===== config.mk =====
export PLATFORM = sky130hd
export DESIGN_NAME = binary_json_token_decoder
export DESIGN_NICKNAME = d
export VERILOG_FILES = /design/src/design/bjtd_pkg.sv /design/src/design/bjtd_ram.sv /design/src/design/bjtd_core.sv /design/src/design/bjtd_out_fifo.sv /design/src/design/binary_json_token_decoder.sv
export SDC_FILE = /design/constraint.sdc
export NUM_CORES = 1
export LEC_CHECK = 0
export BUFFER_PORTS_ARGS = -buffer_cell sky130_fd_sc_hd__buf_4
export CORE_MARGIN = 2
export CORE_UTILIZATION = 55
export CTS_CLUSTER_SIZE = 14
export DETAILED_ROUTE_END_ITERATION = 12
export PLACE_DENSITY = 0.81
export SYNTH_ARGS = -nofsm -noshare
export SYNTH_HDL_FRONTEND = slang
export SYNTH_HIERARCHICAL = 1
export SYNTH_SLANG_ARGS = --single-unit

===== constraint.sdc =====
create_clock -name aclk -period 23.3 [get_ports aclk]
set_input_delay 4.66 -clock aclk [delete_from_list [all_inputs] [get_ports aclk]]
set_output_delay 4.66 -clock aclk [all_outputs]
set_load 0.01 [all_outputs]

===== src/design/bjtd_pkg.sv =====
// Shared types and constants of the binary JSON token decoder.
`default_nettype none

package bjtd_pkg;

    localparam int LEVEL_W = 7;
    localparam int LIMIT_W = 7;
    localparam logic [LIMIT_W-1:0] NEST_LIMIT_RST = 7'd64;

    // Tag bytes of the input chunk.
    localparam logic [7:0] TAG_OBJ_OPEN  = 8'd1;
    localparam logic [7:0] TAG_OBJ_CLOSE = 8'd2;
    localparam logic [7:0] TAG_ARR_OPEN  = 8'd3;
    localparam logic [7:0] TAG_ARR_CLOSE = 8'd4;
    localparam logic [7:0] TAG_COLON     = 8'd5;
    localparam logic [7:0] TAG_COMMA     = 8'd6;
    localparam logic [7:0] TAG_STRING    = 8'd8;
    localparam logic [7:0] TAG_INT64     = 8'd10;
    localparam logic [7:0] TAG_REAL      = 8'd18;
    localparam logic [7:0] TAG_NULL      = 8'd23;
    localparam logic [7:0] TAG_TRUE      = 8'd24;
    localparam logic [7:0] TAG_FALSE     = 8'd25;

    // Event codes of a result.
    localparam logic [3:0] EV_NULL       = 4'd0;
    localparam logic [3:0] EV_FALSE      = 4'd1;
    localparam logic [3:0] EV_TRUE       = 4'd2;
    localparam logic [3:0] EV_INT64      = 4'd3;
    localparam logic [3:0] EV_REAL_BEGIN = 4'd4;
    localparam logic [3:0] EV_REAL_BYTE  = 4'd5;
    localparam logic [3:0] EV_STR_BEGIN  = 4'd6;
    localparam logic [3:0] EV_STR_BYTE   = 4'd7;
    localparam logic [3:0] EV_ARR_OPEN   = 4'd8;
    localparam logic [3:0] EV_ARR_CLOSE  = 4'd9;
    localparam logic [3:0] EV_OBJ_OPEN   = 4'd10;
    localparam logic [3:0] EV_OBJ_CLOSE  = 4'd11;
    localparam logic [3:0] EV_END        = 4'd12;

    // Status codes carried by the end event.
    localparam logic [1:0] ST_OK      = 2'd0;
    localparam logic [1:0] ST_CORRUPT = 2'd1;
    localparam logic [1:0] ST_LIMIT   = 2'd2;

    // Container stack entry.
    typedef enum logic [1:0] {
        ENT_ARRAY = 2'd0,
        ENT_KEY   = 2'd1,
        ENT_COLON = 2'd2,
        ENT_VALUE = 2'd3
    } entry_t;

    typedef enum logic [4:0] {
        PH_TOP  = 5'b00001,
        PH_CONT = 5'b00010,
        PH_LEN  = 5'b00100,
        PH_INT  = 5'b01000,
        PH_PAY  = 5'b10000
    } phase_t;

    typedef struct packed {
        logic [7:0] data_byte;
        logic       chunk_end;
    } in_item_t;

    typedef struct packed {
        logic [3:0]         event_res;
        logic [63:0]        value;
        logic [LEVEL_W-1:0] level;
        logic               is_key;
        logic [1:0]         status;
        logic               final_res;
    } res_item_t;

    typedef struct packed {
        logic [1:0] cnt;
        res_item_t  r0;
        res_item_t  r1;
    } res_pair_t;

endpackage

`default_nettype wire


===== src/design/bjtd_ram.sv =====
// Generic single-port-write, registered-read RAM.
`default_nettype none

module bjtd_ram #(
    parameter int WIDTH = 2,
    parameter int DEPTH = 64,
    localparam int AW = (DEPTH > 1) ? $clog2(DEPTH) : 1
) (
    input  wire logic             aclk,
    input  wire logic             wr_en,
    input  wire logic [AW-1:0]    wr_addr,
    input  wire logic [WIDTH-1:0] wr_data,
    input  wire logic [AW-1:0]    rd_addr,
    output logic      [WIDTH-1:0] rd_data
);

    logic [WIDTH-1:0] mem [DEPTH];

    always_ff @(posedge aclk) begin
        if (wr_en) begin
            mem[wr_addr] <= wr_data;
        end
        rd_data <= mem[rd_addr];
    end

endmodule

`default_nettype wire


===== src/design/bjtd_core.sv =====
// Decode logic: parser state, container stack and result generation.
`default_nettype none

module bjtd_core import bjtd_pkg::*; #(
    parameter int MAX_DEPTH = 64
) (
    input  wire logic               aclk,
    input  wire logic               aresetn,
    input  wire logic               step,
    input  wire in_item_t           item,
    input  wire logic [LIMIT_W-1:0] nest_limit,
    output res_pair_t               res
);

    localparam int DW = $clog2(MAX_DEPTH + 1);
    localparam int AW = (MAX_DEPTH > 1) ? $clog2(MAX_DEPTH) : 1;
    localparam int CW = (DW > LIMIT_W) ? DW : LIMIT_W;

    phase_t          phase_reg, phase_next;
    logic            finished_reg, finished_next;
    logic [DW-1:0]   depth_reg, depth_next;
    logic [DW-1:0]   keycnt_reg, keycnt_next;
    entry_t          top_reg, top_next;
    entry_t          sec_reg, sec_next;
    logic [31:0]     pay_reg, pay_next;
    logic [3:0]      len_reg, len_next;
    logic            kind_real_reg, kind_real_next;
    logic [63:0]     acc_reg, acc_next;
    logic            byp_valid_reg, byp_valid_next;
    logic [1:0]      byp_data_reg;

    logic            wr_en;
    logic [AW-1:0]   wr_addr;
    logic [1:0]      wr_data;
    logic [AW-1:0]   rd_addr;
    logic [1:0]      rd_data;
    entry_t          mem_below;

    logic [DW-1:0]   dm2, dm3;
    logic [7:0]      b;
    logic            last;
    logic            cur_key;
    logic            lim_hit;

    logic            prim_v;
    logic [3:0]      prim_ev;
    logic [63:0]     prim_val;
    logic [DW-1:0]   prim_lvl;
    logic            prim_key;
    logic            end_v;
    logic [1:0]      end_st;
    logic [DW-1:0]   end_lvl;
    logic            do_start;
    logic            do_vd;
    logic            ok;
    res_item_t       prim_res, end_res;

    assign b         = item.data_byte;
    assign last      = item.chunk_end;
    assign cur_key   = (depth_reg != '0) && (top_reg == ENT_KEY);
    assign lim_hit   = (CW'(depth_reg) >= CW'(nest_limit)) || (depth_reg >= DW'(MAX_DEPTH));
    assign dm2       = depth_reg - DW'(2);
    assign mem_below = entry_t'(byp_valid_reg ? byp_data_reg : rd_data);

    always_comb begin
        phase_next     = phase_reg;
        finished_next  = finished_reg;
        depth_next     = depth_reg;
        keycnt_next    = keycnt_reg;
        top_next       = top_reg;
        sec_next       = sec_reg;
        pay_next       = pay_reg;
        len_next       = len_reg;
        kind_real_next = kind_real_reg;
        acc_next       = acc_reg;
        wr_en          = 1'b0;
        wr_addr        = dm2[AW-1:0];
        wr_data        = sec_reg;
        prim_v         = 1'b0;
        prim_ev        = EV_NULL;
        prim_val       = '0;
        prim_lvl       = depth_reg;
        prim_key       = cur_key;
        end_v          = 1'b0;
        end_st         = ST_OK;
        end_lvl        = '0;
        do_start       = 1'b0;
        do_vd          = 1'b0;
        ok             = 1'b0;

        if (step) begin
            if (finished_reg) begin
                if (last) begin
                    phase_next    = PH_TOP;
                    finished_next = 1'b0;
                    depth_next    = '0;
                    keycnt_next   = '0;
                    pay_next      = '0;
                    len_next      = '0;
                    kind_real_next = 1'b0;
                    acc_next      = '0;
                end
            end else begin
                case (phase_reg)
                    PH_TOP: begin
                        do_start = 1'b1;
                    end
                    PH_CONT: begin
                        case (top_reg)
                            ENT_COLON: begin
                                if (b == TAG_COLON) begin
                                    top_next = ENT_VALUE;
                                end else begin
                                    end_v         = 1'b1;
                                    end_st        = ST_CORRUPT;
                                    end_lvl       = depth_reg;
                                    finished_next = 1'b1;
                                end
                            end
                            ENT_ARRAY, ENT_KEY: begin
                                if (b == TAG_COMMA) begin
                                    // Separators carry no information.
                                end else if ((top_reg == ENT_ARRAY && b == TAG_ARR_CLOSE) ||
                                             (top_reg == ENT_KEY && b == TAG_OBJ_CLOSE)) begin
                                    depth_next = depth_reg - DW'(1);
                                    top_next   = sec_reg;
                                    sec_next   = mem_below;
                                    if (depth_next != '0 && sec_reg == ENT_KEY) begin
                                        keycnt_next = keycnt_reg - DW'(1);
                                    end
                                    prim_v   = 1'b1;
                                    prim_ev  = (top_reg == ENT_ARRAY) ? EV_ARR_CLOSE
                                                                      : EV_OBJ_CLOSE;
                                    prim_lvl = depth_next;
                                    prim_key = (depth_next != '0) && (sec_reg == ENT_KEY);
                                    do_vd    = 1'b1;
                                end else begin
                                    do_start = 1'b1;
                                end
                            end
                            default: begin
                                do_start = 1'b1;
                            end
                        endcase
                    end
                    PH_LEN: begin
                        pay_next = {pay_reg[23:0], b};
                        if (len_reg != '0) begin
                            len_next = len_reg - 4'd1;
                        end
                        if (len_next == '0) begin
                            prim_v   = 1'b1;
                            prim_ev  = kind_real_reg ? EV_REAL_BEGIN : EV_STR_BEGIN;
                            prim_val = {32'd0, pay_next};
                            if (pay_next == '0) begin
                                do_vd = 1'b1;
                            end else begin
                                phase_next = PH_PAY;
                            end
                        end
                    end
                    PH_INT: begin
                        acc_next = {acc_reg[55:0], b};
                        if (len_reg != '0) begin
                            len_next = len_reg - 4'd1;
                        end
                        if (len_next == '0) begin
                            prim_v   = 1'b1;
                            prim_ev  = EV_INT64;
                            prim_val = acc_next;
                            do_vd    = 1'b1;
                        end
                    end
                    PH_PAY: begin
                        prim_v   = 1'b1;
                        prim_ev  = kind_real_reg ? EV_REAL_BYTE : EV_STR_BYTE;
                        prim_val = {56'd0, b};
                        if (pay_reg != '0) begin
                            pay_next = pay_reg - 32'd1;
                        end
                        if (pay_next == '0) begin
                            do_vd = 1'b1;
                        end
                    end
                    default: begin
                        end_v         = 1'b1;
                        end_st        = ST_CORRUPT;
                        end_lvl       = depth_reg;
                        finished_next = 1'b1;
                    end
                endcase

                if (do_start) begin
                    if (lim_hit) begin
                        end_v         = 1'b1;
                        end_st        = ST_LIMIT;
                        end_lvl       = depth_reg;
                        finished_next = 1'b1;
                    end else begin
                        case (b)
                            TAG_NULL, TAG_FALSE, TAG_TRUE: begin
                                prim_v  = 1'b1;
                                prim_ev = (b == TAG_NULL)  ? EV_NULL :
                                          (b == TAG_FALSE) ? EV_FALSE : EV_TRUE;
                                do_vd   = 1'b1;
                            end
                            TAG_INT64: begin
                                phase_next = PH_INT;
                                len_next   = 4'd8;
                                acc_next   = '0;
                            end
                            TAG_REAL: begin
                                phase_next     = PH_LEN;
                                len_next       = 4'd2;
                                kind_real_next = 1'b1;
                                pay_next       = '0;
                            end
                            TAG_STRING: begin
                                phase_next     = PH_LEN;
                                len_next       = 4'd4;
                                kind_real_next = 1'b0;
                                pay_next       = '0;
                            end
                            TAG_ARR_OPEN, TAG_OBJ_OPEN: begin
                                prim_v     = 1'b1;
                                prim_ev    = (b == TAG_ARR_OPEN) ? EV_ARR_OPEN : EV_OBJ_OPEN;
                                depth_next = depth_reg + DW'(1);
                                top_next   = (b == TAG_ARR_OPEN) ? ENT_ARRAY : ENT_KEY;
                                sec_next   = top_reg;
                                if (depth_reg >= DW'(2)) begin
                                    wr_en = 1'b1;
                                end
                                if (cur_key) begin
                                    keycnt_next = keycnt_reg + DW'(1);
                                end
                                phase_next = PH_CONT;
                            end
                            default: begin
                                end_v         = 1'b1;
                                end_st        = ST_CORRUPT;
                                end_lvl       = depth_reg;
                                finished_next = 1'b1;
                            end
                        endcase
                    end
                end

                if (do_vd) begin
                    if (depth_next == '0) begin
                        end_v         = 1'b1;
                        end_st        = ST_OK;
                        end_lvl       = '0;
                        finished_next = 1'b1;
                    end else begin
                        if (top_next == ENT_KEY) begin
                            top_next = ENT_COLON;
                        end else if (top_next == ENT_VALUE) begin
                            top_next = ENT_KEY;
                        end
                        phase_next = PH_CONT;
                    end
                end

                if (last) begin
                    if (!finished_next) begin
                        // Open containers may close silently, but only if no level
                        // is halfway through a key or a key/value pair.
                        ok = (phase_next == PH_CONT) &&
                             (top_next == ENT_ARRAY || top_next == ENT_KEY) &&
                             (keycnt_next == '0);
                        end_v   = 1'b1;
                        end_st  = ok ? ST_OK : ST_CORRUPT;
                        end_lvl = ok ? '0 : depth_next;
                    end
                    phase_next     = PH_TOP;
                    finished_next  = 1'b0;
                    depth_next     = '0;
                    keycnt_next    = '0;
                    pay_next       = '0;
                    len_next       = '0;
                    kind_real_next = 1'b0;
                    acc_next       = '0;
                end
            end
        end
    end

    assign dm3            = depth_next - DW'(3);
    assign rd_addr        = dm3[AW-1:0];
    assign byp_valid_next = wr_en && (wr_addr == rd_addr);

    always_comb begin
        prim_res.event_res = prim_ev;
        prim_res.value     = prim_val;
        prim_res.level     = LEVEL_W'(prim_lvl);
        prim_res.is_key    = prim_key;
        prim_res.status    = ST_OK;
        prim_res.final_res = 1'b0;
        end_res.event_res  = EV_END;
        end_res.value      = '0;
        end_res.level      = LEVEL_W'(end_lvl);
        end_res.is_key     = 1'b0;
        end_res.status     = end_st;
        end_res.final_res  = 1'b1;
        res.cnt            = 2'(prim_v) + 2'(end_v);
        res.r0             = prim_v ? prim_res : end_res;
        res.r1             = end_res;
    end

    bjtd_ram #(
        .WIDTH (2),
        .DEPTH (MAX_DEPTH)
    ) u_stack_ram (
        .aclk    (aclk),
        .wr_en   (wr_en),
        .wr_addr (wr_addr),
        .wr_data (wr_data),
        .rd_addr (rd_addr),
        .rd_data (rd_data)
    );

    always_ff @(posedge aclk) begin
        if (!aresetn) begin
            phase_reg     <= PH_TOP;
            finished_reg  <= 1'b0;
            depth_reg     <= '0;
            keycnt_reg    <= '0;
            byp_valid_reg <= 1'b0;
        end else begin
            phase_reg     <= phase_next;
            finished_reg  <= finished_next;
            depth_reg     <= depth_next;
            keycnt_reg    <= keycnt_next;
            byp_valid_reg <= byp_valid_next;
        end
    end

    always_ff @(posedge aclk) begin
        top_reg       <= top_next;
        sec_reg       <= sec_next;
        pay_reg       <= pay_next;
        len_reg       <= len_next;
        kind_real_reg <= kind_real_next;
        acc_reg       <= acc_next;
        byp_data_reg  <= wr_data;
    end

    a_depth_bound: assert property (@(posedge aclk) disable iff (!aresetn)
        depth_reg <= DW'(MAX_DEPTH))
        else $error("stack depth beyond its maximum");

    a_keycnt_bound: assert property (@(posedge aclk) disable iff (!aresetn)
        keycnt_reg <= depth_reg)
        else $error("key container count exceeds depth");

    a_idle_holds: assert property (@(posedge aclk) disable iff (!aresetn)
        !step |=> $stable(depth_reg) && $stable(phase_reg) && $stable(finished_reg))
        else $error("decoder state moved without a transaction");

endmodule

`default_nettype wire


===== src/design/bjtd_out_fifo.sv =====
// Four-entry result queue that takes up to two results per cycle.
`default_nettype none

module bjtd_out_fifo import bjtd_pkg::*; (
    input  wire logic      aclk,
    input  wire logic      aresetn,
    input  wire res_pair_t wr,
    output logic           room,
    output logic           m_valid,
    input  wire logic      m_ready,
    output res_item_t      m_data
);

    res_item_t  mem [4];
    logic [1:0] wr_ptr_reg, wr_ptr_next;
    logic [1:0] rd_ptr_reg, rd_ptr_next;
    logic [2:0] count_reg, count_next;
    logic       pop;

    assign m_valid = (count_reg != 3'd0);
    assign m_data  = mem[rd_ptr_reg];
    assign pop     = m_valid && m_ready;
    // Two free entries guarantee that any transaction's results fit.
    assign room    = (count_reg <= 3'd2);

    assign wr_ptr_next = wr_ptr_reg + wr.cnt;
    assign rd_ptr_next = rd_ptr_reg + 2'(pop);
    assign count_next  = count_reg + 3'(wr.cnt) - 3'(pop);

    always_ff @(posedge aclk) begin
        if (wr.cnt != 2'd0) begin
            mem[wr_ptr_reg] <= wr.r0;
        end
        if (wr.cnt == 2'd2) begin
            mem[wr_ptr_reg + 2'd1] <= wr.r1;
        end
    end

    always_ff @(posedge aclk) begin
        if (!aresetn) begin
            wr_ptr_reg <= '0;
            rd_ptr_reg <= '0;
            count_reg  <= '0;
        end else begin
            wr_ptr_reg <= wr_ptr_next;
            rd_ptr_reg <= rd_ptr_next;
            count_reg  <= count_next;
        end
    end

    a_no_overflow: assert property (@(posedge aclk) disable iff (!aresetn)
        (wr.cnt != 2'd0) |-> (3'(wr.cnt) + count_reg <= 3'd4))
        else $error("result queue overflow");

endmodule

`default_nettype wire


===== src/design/binary_json_token_decoder.sv =====
// Top level of the binary JSON token decoder: input register, config and result queue.
// A byte accepted into the input register is decoded once the result queue has room,
// and its results are written to the queue, which drives m_valid from its registers.
// Throughput: one byte per cycle while the result side takes one result per cycle;
// bytes that produce two results are paced by the one-result-per-cycle output port.
// Reset (aresetn, synchronous, active low) re-arms the parser, empties the result queue
// and sets nest_limit to 64; the container stack RAM is not cleared.
`default_nettype none

module binary_json_token_decoder import bjtd_pkg::*; #(
    parameter int MAX_DEPTH = 64
) (
    input  wire logic               aclk,
    input  wire logic               aresetn,
    input  wire logic               cfg_wr_en,
    input  wire logic [LIMIT_W-1:0] cfg_wr_data,
    input  wire logic               s_valid,
    output logic                    s_ready,
    input  wire in_item_t           s_data,
    output logic                    m_valid,
    input  wire logic               m_ready,
    output res_item_t               m_data
);

    // The input register holds one byte until the result queue can take
    // everything that byte may produce. The decoder then updates its state
    // and writes the results in the same cycle.
    logic               in_valid_reg, in_valid_next;
    in_item_t           in_data_reg;
    logic [LIMIT_W-1:0] nest_limit_reg;
    logic               room;
    logic               step;
    logic               s_fire;
    res_pair_t          results;

    assign step    = in_valid_reg && room;
    // Ready comes from registers only, so no combinational path runs from m_ready.
    assign s_ready = !in_valid_reg || step;
    assign s_fire  = s_valid && s_ready;

    always_comb begin
        if (s_fire) begin
            in_valid_next = 1'b1;
        end else if (step) begin
            in_valid_next = 1'b0;
        end else begin
            in_valid_next = in_valid_reg;
        end
    end

    always_ff @(posedge aclk) begin
        if (!aresetn) begin
            in_valid_reg   <= 1'b0;
            nest_limit_reg <= NEST_LIMIT_RST;
        end else begin
            in_valid_reg <= in_valid_next;
            if (cfg_wr_en) begin
                nest_limit_reg <= cfg_wr_data;
            end
        end
    end

    always_ff @(posedge aclk) begin
        if (s_fire) begin
            in_data_reg <= s_data;
        end
    end

    bjtd_core #(
        .MAX_DEPTH (MAX_DEPTH)
    ) u_core (
        .aclk       (aclk),
        .aresetn    (aresetn),
        .step       (step),
        .item       (in_data_reg),
        .nest_limit (nest_limit_reg),
        .res        (results)
    );

    bjtd_out_fifo u_out_fifo (
        .aclk    (aclk),
        .aresetn (aresetn),
        .wr      (results),
        .room    (room),
        .m_valid (m_valid),
        .m_ready (m_ready),
        .m_data  (m_data)
    );

    // A transaction that ends a decode must deliver its end event; the core
    // must therefore never report results in a cycle that decodes no transaction.
    a_results_need_step: assert property (@(posedge aclk) disable iff (!aresetn)
        (results.cnt != 2'd0) |-> step)
        else $error("results produced without a decoded transaction");

endmodule

`default_nettype wire

==> metrics.md <==
| Metric | Value |
|---|---|
| Fin worst setup slack | `15.41 ns` |
| Overflow left after global routing | `0` |
| Startpoint Class | `register` |
| Layout Nets | `2,541` |
| Pwr Density | `76.1 nW/um^2` |
| CP arrival | `3.23 ns` |
| Synth warnings | `6` |
| CTS Sinks | `590` |
| Post-cts hold buffer count | `0` |
| Pre-CTS setup slack | `15.96 ns` |
| Clk_skew | `0.0364 ns` |
| Setup TNS | `0 ns` |
| Finished Cell Area | `34,700 um^2` |
| Worst EP required | `18.64 ns` |
| Metal2 WL | `39.2 mm` |
| Top post-synthesis cells by area | `edfxtp_1 52%, mux2_2 11%, mux4_2 6.7%` |
| CTS buffer count | `61` |
| Syn avg cell area | `12.9 um^2` |
| Final hold vios | `0` |
| Leakage power | `11.7 nW` |
| Status | `completed` |
| Main synth FF type | `edfxtp_1` |
| Crit-path max FO | `45` |
| Final setup violation count | `0` |
| Max Root-Sink Buffers | `3` |
| Cell taking the most area after synthesis | `edfxtp_1` |
| Met3 routed WL | `5.36 mm` |
| Tightest Hold Check Type | `reg -> reg` |
| Crit. End Element | `primary output` |
| Post-Syn Area | `31,700 um^2` |
| Final antenna-violating net count | `0` |
| Antenna diodes | `0` |
| Fmax | `127 MHz` |
| Share of layout cells above drive strength 1 | `0.267` |
| CTS tree | `done` |
| Peak supply drop | `71.6 uV` |
| Gpl congestion | `0.926` |
| WL per Instance | `23.6 um` |
| Die Span Y | `244 um` |
| Die area | `59,700 um^2` |
| Max cap viols | `0` |
| Rows | `88` |
| DP Wirelength | `50.6 mm` |
| Total track usage | `0.261` |
| CTS Root Cell | `clkbuf_16` |
| Number of synthesized flops with an enable pin | `550` |
| WL final | `78.1 mm` |
| Synth unique cells | `98` |
| Residual DRC | `0` |
| Die X | `244 um` |
| Initial antenna violation count | `1` |
| Commonest cells in the synthesized netlist | `550 x edfxtp_1, 309 x mux2_2, 223 x nand2_1, 148 x nor2_1, 141 x a21oi_1` |
| Via/cell ratio | `6.35` |
| Synthesized instance count | `2,457` |
| Largest net degree at the start of global routing | `69` |
| First-pass GRT wire length | `122 mm` |
| Synthesized flop and latch total | `590` |
| Dpl cell area | `32,800 um^2` |
| Worst-Skew Late Latency | `0.64 ns` |
| IO buf count | `101` |
| Asr flop ratio synth | `0` |
| Htree depth | `2` |
| Max-slew headroom | `0.211` |
| Synth-to-layout area growth | `9.40%` |
| Post-layout min period | `7.89 ns` |
| Iter 0 DRT Violations | `1,998` |
| Routed vias | `21,000` |
| Highest Signal Layer | `met4` |
| CP Class | `reg -> out` |
| M1 WL | `30.6 mm` |
| Num ports | `102` |
| Initial core utilization | `0.553` |
| Core footprint | `57,400 um^2` |
| Register area share after synthesis | `0.545` |
| Tightest Pin Transition | `1.18 ns` |
| Final period util | `0.339` |
| Post-synth top area share | `0.520` |
| Top-count cell post-synth | `edfxtp_1` |
| Setup slack, reg-to-reg | `16.38 ns` |
| Largest register FFs | `316` |
| Unrepaired setup endpoints after global routing | `false` |
| Vias in the first global route | `21,300` |
| Final Max Slew Viols | `0` |
| 1st-pass router iterations | `8` |
| Total setup buffers inserted after CTS | `0` |
| Gates resized, CTS repair | `0` |
| Clock-pin slew on the worst setup and hold paths | `0.06 ns` |
## cells in the final DEF, fill, tap and decap left out, types with 38 or more instances in the layout
cell type and count:
a31oi_1 38, nand2_1 223, mux4_2 95, a21oi_1 141, and3_1 51, clkbuf_16 64
inv_1 47, mux2_2 309, nor2_1 146, dfxtp_1 38, buf_4 138, o21ai_0 56
nand3_1 44, edfxtp_1 550, conb_1 70
## where the power goes
group	leakage (nW)	switching [mW]	total, mW	internal [mW]
clock	0.939	0.409	0.944	0.536
sequential	4.99	0.0623	1.30	1.23
combinational	5.74	0.209	0.403	0.194
total	11.7	0.680	2.64	1.96
## metrics by stage
step / std cells / hold slack, ns / power [mW] / util
floorplan: 2525 / 0.440 / 1.57 / -
global placement: 3196 / 0.451 / 1.71 / 0.572
detailed placement: 3196 / 0.460 / 1.72 / 0.572
CTS: 3308 / 0.470 / 2.66 / 0.605
global route: 3308 / 0.505 / 2.74 / 0.605
finish: 3308 / 0.467 / 2.64 / 0.605
## area by class of cell
class,count,area [um^2]
inverter,48,181
tap,765,957
sequential,590,17300
clock buffer,76,1660
multi-input combinational,1655,13300
fill,4412,22600
clock inverter,36,277
timing repair buffer,138,1040
## worst paths after layout
kind,startpoint,depth (start not counted),to
setup / recovery,u_out_fifo/rd_ptr_reg[0]$_SDFF_PN0_,3,m_data[19]
setup reg to reg,u_core/depth_reg[0]$_SDFF_PN0_,16,u_out_fifo/mem[0][77]$_DFFE_PP_
hold / removal,u_core/keycnt_reg[6]$_SDFFE_PN0P_,2,u_core/keycnt_reg[6]$_SDFFE_PN0P_
hold reg to reg,u_core/keycnt_reg[6]$_SDFFE_PN0P_,2,u_core/keycnt_reg[6]$_SDFFE_PN0P_
## per-layer routing
| metal | GRT usage | up-vias |
|---|---|---|
| li1 | - | 9405 |
| met1 | 0.337 | 10500 |
| met2 | 0.446 | 917 |
| met3 | 0.0418 | 185 |
| met4 | 0.100 | 0 |
| met5 | 0 | - |
## critical path: stages (launching register included)
cell	delay [ns]
dfxtp_4	0.88
buf_4	0.84
mux4_2	0.62
buf_4	0.16
## kinds of logic after synthesis
family	after synthesis	synth area share
buffers and inverters	280	0.0463
adder cells (fa/ha/maj)	26	0.0105
AND/OR/NAND/NOR	686	0.108
other	2	0.000237
multiplexers	452	0.201
XOR/XNOR	29	0.00887
AO/OA/AOI/OAI	392	0.0792
flip-flops	590	0.545
Note: power is estimated with default switching activity, not from simulation.
